--- src/rtl/core/lpdsr_pkg.sv ---
`timescale 1ns / 1ps
package lpdsr_pkg;

  localparam int RING_DEPTH_DEF = 64;
  localparam int LINE_CAP_DEF   = 32;
  localparam int VAL_W          = 32;
  localparam int TIME_W         = 64;

  localparam logic [1:0] ACT_BYTE   = 2'd0;
  localparam logic [1:0] ACT_READ   = 2'd1;
  localparam logic [1:0] ACT_SELECT = 2'd2;

  localparam logic [7:0] CHR_NUL   = 8'h00;
  localparam logic [7:0] CHR_TAB   = 8'h09;
  localparam logic [7:0] CHR_NL    = 8'h0A;
  localparam logic [7:0] CHR_VT    = 8'h0B;
  localparam logic [7:0] CHR_FF    = 8'h0C;
  localparam logic [7:0] CHR_CR    = 8'h0D;
  localparam logic [7:0] CHR_SPACE = 8'h20;
  localparam logic [7:0] CHR_COMMA = 8'h2C;
  localparam logic [7:0] CHR_MINUS = 8'h2D;
  localparam logic [7:0] CHR_ZERO  = 8'h30;
  localparam logic [7:0] CHR_NINE  = 8'h39;

  typedef enum logic [2:0] {
    ST_IDLE,
    ST_READ,
    ST_RDATA,
    ST_WR0,
    ST_WR1
  } lpdsr_state_t;

  typedef enum logic {
    PS_IDLE,
    PS_SCAN
  } lpdsr_pstate_t;

  typedef enum logic [1:0] {
    TK_SKIP,
    TK_SIGN,
    TK_DIGIT
  } lpdsr_tok_t;

  // Parser status as seen by the ring control.
  typedef struct packed {
    logic             busy;
    logic             done;
    logic             ok;
    logic [VAL_W-1:0] a;
    logic [VAL_W-1:0] b;
  } lpdsr_parse_t;

  function automatic logic is_blank(input logic [7:0] c);
    return (c == CHR_SPACE) || (c == CHR_TAB) || (c == CHR_NL) ||
           (c == CHR_VT) || (c == CHR_FF) || (c == CHR_CR);
  endfunction

  function automatic logic is_digit(input logic [7:0] c);
    return (c >= CHR_ZERO) && (c <= CHR_NINE);
  endfunction

endpackage

--- src/rtl/core/lpdsr_parser.sv ---
`timescale 1ns / 1ps
module lpdsr_parser #(
  parameter int LINE_CAPACITY = lpdsr_pkg::LINE_CAP_DEF
) (
  input  logic                    clk,
  input  logic                    rst_n,
  input  logic                    byte_valid,
  input  logic [7:0]              rx_byte,
  output lpdsr_pkg::lpdsr_parse_t status
);

  localparam int AW = $clog2(LINE_CAPACITY);
  localparam logic [AW-1:0] FILL_LIMIT = AW'(LINE_CAPACITY - 1);

  logic [7:0] line_mem [LINE_CAPACITY];
  logic [7:0] rdata_r;

  lpdsr_pkg::lpdsr_pstate_t st_r, st_nxt;
  lpdsr_pkg::lpdsr_tok_t    tok_r, tok_nxt;

  logic [AW-1:0] fill_r, fill_nxt;
  logic [AW-1:0] len_r, len_nxt;
  logic [AW-1:0] issue_r, issue_nxt;
  logic          rv_r, rv_nxt;
  logic          second_r, second_nxt;
  logic          neg_r, neg_nxt;
  logic          done_r, done_nxt;
  logic          ok_r, ok_nxt;
  logic [lpdsr_pkg::VAL_W-1:0] acc_r, acc_nxt;
  logic [lpdsr_pkg::VAL_W-1:0] a_r, a_nxt;
  logic [lpdsr_pkg::VAL_W-1:0] b_r, b_nxt;

  logic                        line_end;
  logic                        store;
  logic                        issue;
  logic [3:0]                  digit;
  logic [7:0]                  digit_full;
  logic [lpdsr_pkg::VAL_W-1:0] acc_step;
  logic [lpdsr_pkg::VAL_W-1:0] acc_signed;

  assign line_end   = byte_valid && ((rx_byte == lpdsr_pkg::CHR_NL) || (fill_r >= FILL_LIMIT));
  assign store      = byte_valid && !line_end;
  assign issue      = (st_r == lpdsr_pkg::PS_SCAN) && (issue_r != len_r);
  assign digit_full = rdata_r - lpdsr_pkg::CHR_ZERO;
  assign digit      = digit_full[3:0];
  assign acc_step   = (acc_r << 3) + (acc_r << 1) + lpdsr_pkg::VAL_W'(digit);
  assign acc_signed = neg_r ? (lpdsr_pkg::VAL_W'(0) - acc_r) : acc_r;

  // Line store: one write port for arriving characters, one read port for the scan.
  always_ff @(posedge clk) begin
    if (store) begin
      line_mem[fill_r] <= rx_byte;
    end
    if (issue) begin
      rdata_r <= line_mem[issue_r];
    end
  end

  // Next state of the scan sequencer.
  always_comb begin
    st_nxt = st_r;
    unique case (st_r)
      lpdsr_pkg::PS_IDLE: begin
        if (line_end) begin
          st_nxt = lpdsr_pkg::PS_SCAN;
        end
      end
      lpdsr_pkg::PS_SCAN: begin
        if (done_nxt) begin
          st_nxt = lpdsr_pkg::PS_IDLE;
        end
      end
      default: st_nxt = lpdsr_pkg::PS_IDLE;
    endcase
  end

  // Datapath of line filling and of the scan: reads run one character ahead of evaluation.
  always_comb begin
    fill_nxt   = fill_r;
    len_nxt    = len_r;
    issue_nxt  = issue_r;
    rv_nxt     = 1'b0;
    tok_nxt    = tok_r;
    second_nxt = second_r;
    neg_nxt    = neg_r;
    acc_nxt    = acc_r;
    a_nxt      = a_r;
    b_nxt      = b_r;
    done_nxt   = 1'b0;
    ok_nxt     = ok_r;
    unique case (st_r)
      lpdsr_pkg::PS_IDLE: begin
        if (line_end) begin
          len_nxt    = fill_r;
          fill_nxt   = '0;
          issue_nxt  = '0;
          tok_nxt    = lpdsr_pkg::TK_SKIP;
          second_nxt = 1'b0;
          neg_nxt    = 1'b0;
        end else if (store) begin
          fill_nxt = fill_r + 1'b1;
        end
      end
      lpdsr_pkg::PS_SCAN: begin
        rv_nxt = issue;
        if (issue) begin
          issue_nxt = issue_r + 1'b1;
        end
        if (rv_r && (rdata_r != lpdsr_pkg::CHR_NUL)) begin
          unique case (tok_r)
            lpdsr_pkg::TK_SKIP: begin
              priority if (lpdsr_pkg::is_blank(rdata_r)) begin
                tok_nxt = lpdsr_pkg::TK_SKIP;
              end else if (rdata_r == lpdsr_pkg::CHR_MINUS) begin
                neg_nxt = 1'b1;
                tok_nxt = lpdsr_pkg::TK_SIGN;
              end else if (lpdsr_pkg::is_digit(rdata_r)) begin
                acc_nxt = lpdsr_pkg::VAL_W'(digit);
                tok_nxt = lpdsr_pkg::TK_DIGIT;
              end else begin
                done_nxt = 1'b1;
                ok_nxt   = 1'b0;
              end
            end
            lpdsr_pkg::TK_SIGN: begin
              if (lpdsr_pkg::is_digit(rdata_r)) begin
                acc_nxt = lpdsr_pkg::VAL_W'(digit);
                tok_nxt = lpdsr_pkg::TK_DIGIT;
              end else begin
                done_nxt = 1'b1;
                ok_nxt   = 1'b0;
              end
            end
            lpdsr_pkg::TK_DIGIT: begin
              priority if (lpdsr_pkg::is_digit(rdata_r)) begin
                acc_nxt = acc_step;
              end else if (second_r) begin
                // Trailing text after the second number is ignored.
                done_nxt = 1'b1;
                ok_nxt   = 1'b1;
                b_nxt    = acc_signed;
              end else if (rdata_r == lpdsr_pkg::CHR_COMMA) begin
                a_nxt      = acc_signed;
                second_nxt = 1'b1;
                neg_nxt    = 1'b0;
                tok_nxt    = lpdsr_pkg::TK_SKIP;
              end else begin
                done_nxt = 1'b1;
                ok_nxt   = 1'b0;
              end
            end
            default: begin
              done_nxt = 1'b1;
              ok_nxt   = 1'b0;
            end
          endcase
        end else if (rv_r || (issue_r == len_r)) begin
          // End of text: either a zero byte or every stored character seen.
          done_nxt = 1'b1;
          ok_nxt   = second_r && (tok_r == lpdsr_pkg::TK_DIGIT);
          b_nxt    = acc_signed;
        end
      end
      default: begin
        done_nxt = 1'b0;
      end
    endcase
  end

  always_ff @(posedge clk) begin
    if (!rst_n) begin
      st_r   <= lpdsr_pkg::PS_IDLE;
      fill_r <= '0;
      rv_r   <= 1'b0;
      done_r <= 1'b0;
    end else begin
      st_r   <= st_nxt;
      fill_r <= fill_nxt;
      rv_r   <= rv_nxt;
      done_r <= done_nxt;
    end
  end

  always_ff @(posedge clk) begin
    len_r    <= len_nxt;
    issue_r  <= issue_nxt;
    tok_r    <= tok_nxt;
    second_r <= second_nxt;
    neg_r    <= neg_nxt;
    acc_r    <= acc_nxt;
    a_r      <= a_nxt;
    b_r      <= b_nxt;
    ok_r     <= ok_nxt;
  end

  assign status.busy = (st_r == lpdsr_pkg::PS_SCAN);
  assign status.done = done_r;
  assign status.ok   = ok_r;
  assign status.a    = a_r;
  assign status.b    = b_r;

endmodule
--- config.mk ---
export PLATFORM = sky130hd
export DESIGN_NAME = lpdsr_parser
export DESIGN_NICKNAME = d
export VERILOG_FILES = /design/src/rtl/core/lpdsr_pkg.sv /design/src/rtl/core/lpdsr_parser.sv
export SDC_FILE = /design/constraint.sdc
export NUM_CORES = 1
export LEC_CHECK = 0
export ABC_AREA = 0
export BUFFER_PORTS_ARGS = -buffer_cell sky130_fd_sc_hd__buf_2
export CORE_MARGIN = 3
export CORE_UTILIZATION = 39
export CTS_CLUSTER_DIAMETER = 80
export CTS_CLUSTER_SIZE = 12
export DETAILED_ROUTE_END_ITERATION = 8
export SYNTH_ARGS = -nofsm -noshare
export SYNTH_HDL_FRONTEND = slang
export SYNTH_SLANG_ARGS = --single-unit
--- constraint.sdc ---
create_clock -name clk -period 5.35 [get_ports clk]
set_input_delay 1.07 -clock clk [delete_from_list [all_inputs] [get_ports clk]]
set_output_delay 1.07 -clock clk [all_outputs]
set_load 0.1 [all_outputs]
==> results of run 1 <==
## cells by family (layout without fill, tap and decap cells)
| group | count (synthesis) | in the layout | synth area share, % |
|---|---|---|---|
| flip-flops | 383 | 383 | 66.07 |
| multiplexers | 94 | 94 | 11.31 |
| XOR/XNOR | 56 | 56 | 2.837 |
| AO/OA/AOI/OAI | 163 | 163 | 6.146 |
| buffers and inverters | 59 | 173 | 1.383 |
| AND/OR/NAND/NOR | 245 | 245 | 6.949 |
| adder cells (fa/ha/maj) | 72 | 72 | 5.299 |
## sequential cells by signal, indices dropped and copies added (netlist names)
register,cells
st_r,1
neg_r,1
b_r,32
rv_r,1
ok_r,1
acc_r,32
second_r,1
done_r,1
issue_r,5
fill_r,5
a_r,32
line_mem,256
len_r,5
tok_r,2
rdata_r,8
## layout make-up
cell class / instances / area [µm²] / area share [%]
Sequential cell: 383 / 11420 / 58.66
Multi-Input combinational cell: 630 / 5663 / 29.08
Clock buffer: 62 / 1041 / 5.346
Tap cell: 585 / 732.0 / 3.759
Timing Repair Buffer: 86 / 465.4 / 2.390
Inverter: 20 / 75.07 / 0.3856
Clock inverter: 5 / 73.82 / 0.3791
## cells in the final DEF, fill, tap and decap left out, types with 5 or more instances in the layout
cell       instances
or3_1              6
nand2_1           63
buf_4              8
clkbuf_16         38
nand4_1            5
buf_2             77
edfxtp_1         375
o31ai_1           10
a21o_1            19
clkbuf_1          24
and2_1             7
o21ai_1            5
nor2b_1            8
nor2_1            81
o21a_1            10
o21bai_1           5
mux2_2            11
o21ai_0           35
a31oi_1            6
nor3_1            15
and3_1             8
a211oi_1           8
o211ai_1           6
xor2_1            11
nand2b_1           9
a21oi_1           40
dfxtp_1            8
mux4_2            80
ha_1              70
xnor2_1           45
inv_1             19
nand3_1           14
## metal layers
metal  vias to the layer above  wire length [µm]  global-route usage, %
li1                       4407                 -                      -
met1                      4602             15460                  20.12
met2                       214             16230                  24.11
met3                        59              1626                  2.790
met4                         2               949                  5.100
met5                         -                13                      0
## synthesized netlist by cell type (all sizes together), types with 5 or more instances
master / count / share of area, %
a211oi: 8 / 0.35
a21o: 19 / 0.83
a21oi: 42 / 1.2
a31oi: 6 / 0.22
and2: 7 / 0.25
and3: 8 / 0.29
buf: 14 / 0.41
clkbuf: 25 / 0.54
dfxtp: 8 / 0.93
edfxtp: 375 / 65
ha: 70 / 5.1
inv: 19 / 0.41
mux2: 11 / 0.72
mux4: 80 / 10
nand2: 63 / 1.4
nand2b: 9 / 0.33
nand3: 15 / 0.46
nand4: 5 / 0.18
nor2: 82 / 1.8
nor2b: 8 / 0.29
nor3: 15 / 0.43
nor4: 5 / 0.22
o211ai: 6 / 0.26
o21a: 10 / 0.43
o21ai: 40 / 1.2
o21bai: 5 / 0.22
o31ai: 12 / 0.58
or3: 8 / 0.35
xnor2: 45 / 2.3
xor2: 11 / 0.56
## how the worst max path moves through the flow
| stage | from | slack (ns) | to |
|---|---|---|---|
| after floorplan | tok_r[0] | 0.46 | a_r[0] |
| after global placement | rx_byte[0] | 1.74 | line_mem[3][3] |
| after detailed placement | acc_r[2] | 1.63 | acc_r[28] |
| after CTS | acc_r[2] | 1.60 | acc_r[28] |
| after global routing | rdata_r[3] | 1.39 | acc_r[28] |
| final | rdata_r[3] | 1.60 | acc_r[28] |
## critical path: cells and delay by family (launching register included)
| kind | cells | cell delay, ns |
|---|---|---|
| flops | 1 | 0.43 |
| fa+ha+maj | 2 | 0.95 |
| simple gates | 1 | 0.20 |
| compound gates | 5 | 1.62 |
| mux | 1 | 0.11 |
| buf+inv | 2 | 0.20 |
## power breakdown
group / leakage (nW) / switching (mW) / internal (mW)
Sequential: 3.44 / 0.00554 / 3.29
Combinational: 2.68 / 0.0561 / 0.0167
Clock: 0.530 / 1.10 / 1.35
Total: 6.64 / 1.16 / 4.65
## per-stage QoR
step	instances	total power, mW	util (%)
2_1_floorplan	1072	3.380	-
3_3_place_gp	1704	3.429	42.24
3_5_place_dp	1704	3.431	42.24
4_1_cts	1771	5.900	44.81
5_1_grt	1771	6.029	44.81
6_report	1771	5.817	44.81
==> reports/summary.txt, run 1 <==
status: finished clean
GPL Wtd Cong: 0.9025
ys flop type: edfxtp_1
final worst clock skew: 0.01325 ns
Mean Syn Cell Area: 16.12 µm²
CORE AREA: 0.04346 mm²
total track usage: 14.82%
worst reg-to-reg path cell count: 11
Hold Buf Count CTS: 0
TritonCTS clock tree: yes
area delta synth->final: 12.65%
die height: 216.5 µm
HPWL after detailed placement: 23010 µm
worst min-delay path class: register to register
Crit Path Class: register to register
Cells after Synth: 1072
post-route cell area: 0.01947 mm²
DR vias: 9284
clock period minus worst slack: 3.755 ns
RSZ-0062 raised after global routing: no
crit path cell chain: inv_1 > fa_1 > inv_1 > fa_1 > a21o_1 > a221oi_1 > o21ai_0 > o21ai_1 > a31oi_1 > nor3_1 > mux2i_1
CTS root buffer: clkbuf_16
Die ar.: 0.04688 mm²
Hold WS: 0.5155 ns
CP startpoint kind: register
endpoint class of the critical path: register
asr flop ratio synth: 0%
# nets final: 1242
Clock transition at path regs: 0.06 ns
largest net degree at the start of global routing: 67
Pins Over Slew Limit: 0
Synth Register Bits: 383
Post-CTS Setup Bufs: 0
H-tree Lvls: 2
share of the yosys chip area belonging to registers: 66.07%
n_diodes: 0
I/O Pins: 78
first-pass GRT wire length: 54010 µm
Hold EP: b_r[0]
site row count: 76
PnR worst setup slack: 1.595 ns
clock latency on the worst-skew pair: 0.56 ns
CP max stage delay: 0.73 ns
Buffers on Ports: 77
Peak VDD IR: 256.0 µV
crit share post-route: 70.19%
Syn Nets: 1155
number of routed nets with antenna violations: 0
Initial Util: 39.78%
final setup fails: 0
Hold Startpoint: acc_r[0]
Crit-path slowest cell: a221oi_1
total congestion overflow: 0
Worst EP required: 5.66 ns
Die Wd: 216.5 µm
final wirelength: 34280 µm
FF-to-FF Start: rdata_r[3]
fmax: 0.2663 GHz
Post-Syn Area: 0.01729 mm²
DRT iter0 DRCs: 582
Hold Crit Depth: 0
share of layout cells above drive strength 1: 19.81%
maxcap violations: 0
CP Data Arrival Time: 4.06 ns
fillers: 3839
post_cts resized: 0
clock sink count: 383
Least-Margin Pin Slew: 1.123 ns
Pleak: 6.644 nW
Yosys cell types: 59
CP Max Fanout: 7
dpl ws: 1.627 ns
# DRC: 0
Hold Fails Final Rpt: 0
TritonCTS Buffers: 38
routed len/inst: 19.36 µm
CTS Buffer Depth: 3
initial antenna violation count: 1
Reg-to-Reg End: acc_r[28]
Synth Warn #: 0
PwrDens: 298.7 mW/mm²
number of flops mapped to enable cells by yosys: 375
Area after DPL: 0.01836 mm²
Via density: 5.242
internal reg-to-reg setup slack: 1.60 ns
Slew headroom: 24.96%
vias in the first global route: 9417
drt pass-1 iters: 4
Setup TNS Final: 0 ns
Note: power is estimated with default switching activity, not from simulation.
==> run 2: changes to the inputs <==
==> constraint.sdc (replaced) <==
create_clock -name clk -period 3.05 [get_ports clk]
set_input_delay 0.61 -clock clk [delete_from_list [all_inputs] [get_ports clk]]
set_output_delay 0.61 -clock clk [all_outputs]
set_load 0.1 [all_outputs]
==> run 2 against run 1 <==
Effect of this change: clock skew rose by 0.0048 ns; global-route usage rose by 1.3 points; largest power group unchanged; sequential power rose by 75%; non-clock buffer count rose by 102; sequential share of layout area fell by 2.7 points; setup slack got worse by 1.5 ns; fmax rose by 27%; flip-flop and latch count did not move; largest cell class unchanged; clock power rose by 81%.
==> reports/summary.txt, run 2 (same netlist as run 1, synthesis figures left out) <==
total congestion overflow: 0 (unchanged)
post-route cell area: 0.02042 mm² (+4.9%)
Least-Margin Pin Slew: 0.8066 ns (-0.3165 ns)
site row count: 76 (unchanged)
DR vias: 9812 (+5.7%)
TritonCTS clock tree: yes
placed cell count: 1796 (+5.4%)
Hold Buf Count CTS: 0 (unchanged)
non-filler instance count after layout: 1876 (+5.9%)
number of routed nets with antenna violations: 0 (unchanged)
first-pass GRT wire length: 57690 µm (+6.8%)
n_diodes: 0 (unchanged)
RSZ-0062 raised after global routing: yes
Pleak: 7.196 nW (+8.3%)
final worst clock skew: 0.01805 ns (+0.004798 ns)
die height: 216.5 µm (unchanged)
maxcap violations: 0 (unchanged)
CORE AREA: 0.04346 mm² (unchanged)
HPWL after detailed placement: 24450 µm (+6.2%)
total track usage: 16.09% (+1.3 points)
Worst EP required: 3.35 ns (-2.31 ns)
top routing layer in use: met5
initial antenna violation count: 1 (unchanged)
commonest cells after routing, fill and taps aside: 375 x edfxtp_1, 106 x buf_4, 80 x mux4_2
CP startpoint kind: register
Buffers on Ports: 77 (unchanged)
CP Max Fanout: 4 (-3)
# DRC: 0 (unchanged)
PwrDens: 507.5 mW/mm² (+70%)
switching part of the total: 20.41% (+0.41 points)
max reg flops: 256 (unchanged)
final wirelength: 37390 µm (+9.1%)
Slew headroom: 46.03% (+21 points)
status: finished clean
clock latency on the worst-skew pair: 0.57 ns (about the same)
TritonCTS Buffers: 39 (+2.6%)
Largest Register: line_mem
vias in the first global route: 9809 (+4.2%)
largest net degree at the start of global routing: 68 (+1.5%)
worst min-delay path class: primary input to register
DRT iter0 DRCs: 777 (+34%)
endpoint class of the critical path: register
met1 WL: 16540 µm (+7.0%)
# nets final: 1345 (+8.3%)
Peak VDD IR: 514.4 µV (+100%)
commonest non-fill, non-tap cell in the layout: edfxtp_1
switching pwr: 2.115 mW (+82%)
met2 wire length: 17690 µm (+9.0%)
Internal: 8.247 mW (+77%)
CTS Buffer Depth: 3 (unchanged)
clock power share: 42.8% (+0.7 points)
clock period minus worst slack: 2.949 ns (-0.8056 ns)
Reg power frac: 55.7% (-0.9 points)
I/O Pins: 78 (unchanged)
H-tree Lvls: 2 (unchanged)
Die Wd: 216.5 µm (unchanged)
met3 WL post-DR: 2112 µm (+30%)
Clock transition at path regs: 0.06 ns (about the same)
Via density: 5.230 (-0.23%)
area delta synth->final: 18.13%
CP Data Arrival Time: 3.25 ns (-0.81 ns)
Combinational Power Share: 1.4% (about the same)
share of layout cells above drive strength 1: 27.89% (+8.1 points)
crit share post-route: 96.70% (+27 points)
Area after DPL: 0.01911 mm² (+4.1%)
Crit Path Class: register to register
GPL Wtd Cong: 0.8739 (-3.2%)
clock sink count: 383 (unchanged)
routed len/inst: 19.93 µm (+3.0%)
Die ar.: 0.04688 mm² (unchanged)
Hold WS: 0.4891 ns (-0.02638 ns)
Hold Fails Final Rpt: 0 (unchanged)
Pins Over Slew Limit: 0 (unchanged)
fmax: 0.3391 GHz (+27%)
drt pass-1 iters: 5 (+1)
final setup fails: 0 (unchanged)
Initial Util: 39.78% (unchanged)
CTS root buffer: clkbuf_16
run 2: final timing paths:
check,slack (ns),end,startpoint,depth (start not counted)
setup / recovery,0.10,acc_r[24],acc_r[0],12
setup reg to reg,0.10,acc_r[24],acc_r[0],12
hold / removal,0.49,rv_r,rst_n,3
hold reg to reg,0.59,a_r[0],acc_r[0],1
run 2: timing repair:
| item | 4_1_cts | 5_1_grt |
|---|---|---|
| gates resized for setup | 7 | 16 |
| buffers inserted | 2 | 8 |
| setup endpoints to repair | 11 | 16 |
| pin swaps | 5 | 17 |
run 2: metrics by stage:
step           setup slack, ns  setup TNS, ns  power (mW)  utilization [%]
2_1_floorplan          0.04207              0       5.929                -
3_3_place_gp           -0.1097        -0.2600       6.029            43.97
3_5_place_dp           -0.1428        -0.5773       6.036            43.97
4_1_cts             0.00001288              0       10.51            46.72
5_1_grt               -0.05851        -0.1932       10.72            46.99
6_report                0.1006              0       10.36            46.99
run 2: power groups by stage:
stage	registers [mW]	clock network, mW	logic, mW
finish	5.77	4.44	0.150
global route	5.77	4.79	0.163
CTS	5.77	4.59	0.151
detailed placement	5.88	0	0.151
global placement	5.88	0	0.146
floorplan	5.89	0	0.0437
run 2: area by class of cell:
| cell class | instances | area [µm²] |
|---|---|---|
| clock inverter | 8 | 86.33 |
| timing repair buffer | 188 | 1281 |
| inverter | 20 | 75.07 |
| clock buffer | 62 | 1072 |
| tap | 585 | 732.0 |
| fill | 3783 | 23040 |
| sequential | 383 | 11420 |
| multi-input combinational | 630 | 5752 |
run 2: worst max-delay path: stages (launching register included):
cell	delay, ns
edfxtp_1	0.35
inv_2	0.05
fa_1	0.55
inv_2	0.06
fa_2	0.35
a21o_1	0.19
a221oi_2	0.24
buf_4	0.17
o21a_1	0.17
a22oi_2	0.12
a31oi_1	0.22
xor2_1	0.16
nor2_1	0.05
run 2: layer usage:
layer	GRT usage [%]	up-vias
met5	0	-
met4	5.165	2
met3	3.295	66
met2	26.22	246
met1	21.81	4897
li1	-	4601
==> run 3: changes to the inputs <==
--- a/config.mk
+++ b/config.mk
@@ -12,6 +12,8 @@
 export CTS_CLUSTER_DIAMETER = 80
 export CTS_CLUSTER_SIZE = 12
 export DETAILED_ROUTE_END_ITERATION = 8
+export HOLD_SLACK_MARGIN = 0.08
+export REMOVE_ABC_BUFFERS = 1
 export SYNTH_ARGS = -nofsm -noshare
 export SYNTH_HDL_FRONTEND = slang
 export SYNTH_SLANG_ARGS = --single-unit
==> run 3 against run 2 <==
Effect of this change: clock-buffer cell count shrank 8; flip-flop and latch count stayed put; design area shrank 1.2%; final cell count shrank 2.0%; routed wire length shrank 1.7%; critical endpoint is now acc_r[29]; largest cell class unchanged; highest routed layer is now met4.
==> reports/summary.txt, run 3 (same netlist as run 1, synthesis figures left out) <==
final setup fails: 0 (unchanged)
total track usage: 16.00% (-0.095 points)
drt pass-1 iters: 5 (unchanged)
n_diodes: 0 (unchanged)
CTS root buffer: clkbuf_16
final worst clock skew: 0.02139 ns (+0.003341 ns)
initial antenna violation count: 1 (unchanged)
PwrDens: 510.3 mW/mm² (+0.57%)
GPL Wtd Cong: 0.8510 (-2.6%)
H-tree Lvls: 2 (unchanged)
RSZ-0062 raised after global routing: yes
TritonCTS Buffers: 38 (-2.6%)
clock sink count: 383 (unchanged)
met1 WL: 16170 µm (-2.3%)
# DRC: 0 (unchanged)
switching pwr: 2.078 mW (-1.7%)
crit path to: acc_r[29]
Hold Buf Count CTS: 0 (unchanged)
Initial Util: 39.78% (unchanged)
placed cell count: 1776 (-1.1%)
commonest non-fill, non-tap cell in the layout: edfxtp_1
CORE AREA: 0.04346 mm² (unchanged)
die height: 216.5 µm (unchanged)
Buffers on Ports: 77 (unchanged)
vias in the first global route: 10.01k (+2.1%)
post-route cell area: 0.02017 mm² (-1.2%)
Total Power: 10.30 mW (-0.64%)
Pins Over Slew Limit: 0 (unchanged)
number of routed nets with antenna violations: 0 (unchanged)
site row count: 76 (unchanged)
Register Area: 0.01142 mm² (unchanged)
clock latency on the worst-skew pair: 0.57 ns (about the same)
area delta synth->final: 16.71%
Worst EP required: 3.37 ns (+0.02 ns)
total congestion overflow: 0 (unchanged)
routed len/inst: 19.99 µm (+0.31%)
Peak VDD IR: 417.3 µV (-19%)
Pleak: 7.041 nW (-2.2%)
# nets final: 1318 (-2.0%)
crit share post-route: 97.66% (+0.96 points)
DR vias: 9716 (-0.98%)
worst min-delay path class: primary input to register
area of the multi-input gates: 0.005754 mm² (about the same)
Setup TNS Final: 0 ns (unchanged)
Die Wd: 216.5 µm (unchanged)
status: finished clean
HPWL after detailed placement: 24560 µm (+0.45%)
CP Data Arrival Time: 3.29 ns (+0.04 ns)
final wirelength: 36770 µm (-1.7%)
Internal: 8.218 mW (-0.36%)
met2 wire length: 17500 µm (-1.1%)
top routing layer in use: met4
dpl ws: -0.2195 ns (-0.07667 ns)
CP startpoint kind: register
Hold Crit Depth: 3 (unchanged)
Crit Path Class: register to register
I/O Pins: 78 (unchanged)
Die ar.: 0.04688 mm² (unchanged)
Via density: 5.283 (+1.0%)
fmax: 0.3357 GHz (-0.98%)
Largest Register: line_mem
Area after DPL: 0.01895 mm² (-0.84%)
worst reg-to-reg path cell count: 10 (-2)
Slew headroom: 34.22% (-12 points)
largest net degree at the start of global routing: 68 (unchanged)
met3 WL post-DR: 1972 µm (-6.6%)
maxcap violations: 0 (unchanged)
Reg power frac: 56.1% (+0.4 points)
fillers: 3781 (-0.053%)
first-pass GRT wire length: 58310 µm (+1.1%)
endpoint class of the critical path: register
CP Max Fanout: 7 (+3)
clock period minus worst slack: 2.979 ns (+0.02919 ns)
Least-Margin Pin Slew: 0.9831 ns (+0.1765 ns)
Critical path origin: rdata_r[3]
commonest cells after routing, fill and taps aside: 375 x edfxtp_1, 80 x mux4_2, 80 x buf_4
PnR worst setup slack: 0.07146 ns (-0.02919 ns)
Hold Fails Final Rpt: 0 (unchanged)
switching part of the total: 20.19% (-0.22 points)
internal reg-to-reg setup slack: 0.07 ns (-0.03 ns)
max reg flops: 256 (unchanged)
clock power share: 42.5% (-0.3 points)
CTS Buffer Depth: 3 (unchanged)
Clock transition at path regs: 0.06 ns (about the same)
FF-to-FF Start: rdata_r[3]
Combinational Power Share: 1.4% (about the same)
TritonCTS clock tree: yes
DRT iter0 DRCs: 740 (-4.8%)
non-filler instance count after layout: 1839 (-2.0%)
Reg-to-Reg End: acc_r[29]
share of layout cells above drive strength 1: 26.56% (-1.3 points)
[run 3: worst min path at each step]
stage / end / from / slack (ns)
floorplan: a_r[0] / acc_r[0] / 0.48
global placement: a_r[0] / acc_r[0] / 0.57
detailed placement: a_r[0] / acc_r[0] / 0.57
CTS: rv_r / rst_n / 0.39
global route: rv_r / rst_n / 0.42
finish: rv_r / rst_n / 0.42
[run 3: layer usage]
layer / track usage (%) / vias to the layer above
met2: 26.08 / 259
met3: 2.902 / 66
met5: 0 / -
met4: 6.260 / 0
li1: - / 4544
met1: 21.44 / 4847
[run 3: through the flow]
| stage | hold slack, ns | utilization, % |
|---|---|---|
| 2_1_floorplan | 0.4756 | - |
| 3_3_place_gp | 0.5651 | 43.60 |
| 3_5_place_dp | 0.5681 | 43.60 |
| 4_1_cts | 0.3899 | 46.23 |
| 5_1_grt | 0.4223 | 46.42 |
| 6_report | 0.4194 | 46.42 |
[run 3: repair_timing]
action / 4_1_cts / 5_1_grt
setup buffers: 2 / 3
pin swaps: 5 / 18
gates resized for setup: 8 / 17
setup endpoints to repair: 15 / 26
[run 3: area by class of cell]
type | count | share of cell area [%]
Clock buffer | 54 | 5.011
Clock inverter | 5 | 0.4713
Inverter | 20 | 0.3721
Multi-Input combinational cell | 630 | 28.52
Sequential cell | 383 | 56.61
Tap cell | 585 | 3.628
Timing Repair Buffer | 162 | 5.383
[run 3: power by group through the flow]
stage	Sequential (mW)	Clock (mW)	Combinational (mW)
finish	5.77	4.38	0.147
global route	5.77	4.72	0.162
CTS	5.77	4.51	0.149
detailed placement	5.88	0	0.148
global placement	5.88	0	0.144
floorplan	5.89	0	0.0402
[run 3: critical path: stages, from the launching register on]
cell      delay, ns
edfxtp_1       0.36
inv_2          0.05
fa_1           0.55
inv_2          0.06
ha_4           0.22
a211oi_4       0.25
nor2_2         0.07
a211oi_2       0.33
a22oi_2        0.19
o2111a_1       0.30
a221o_1        0.32
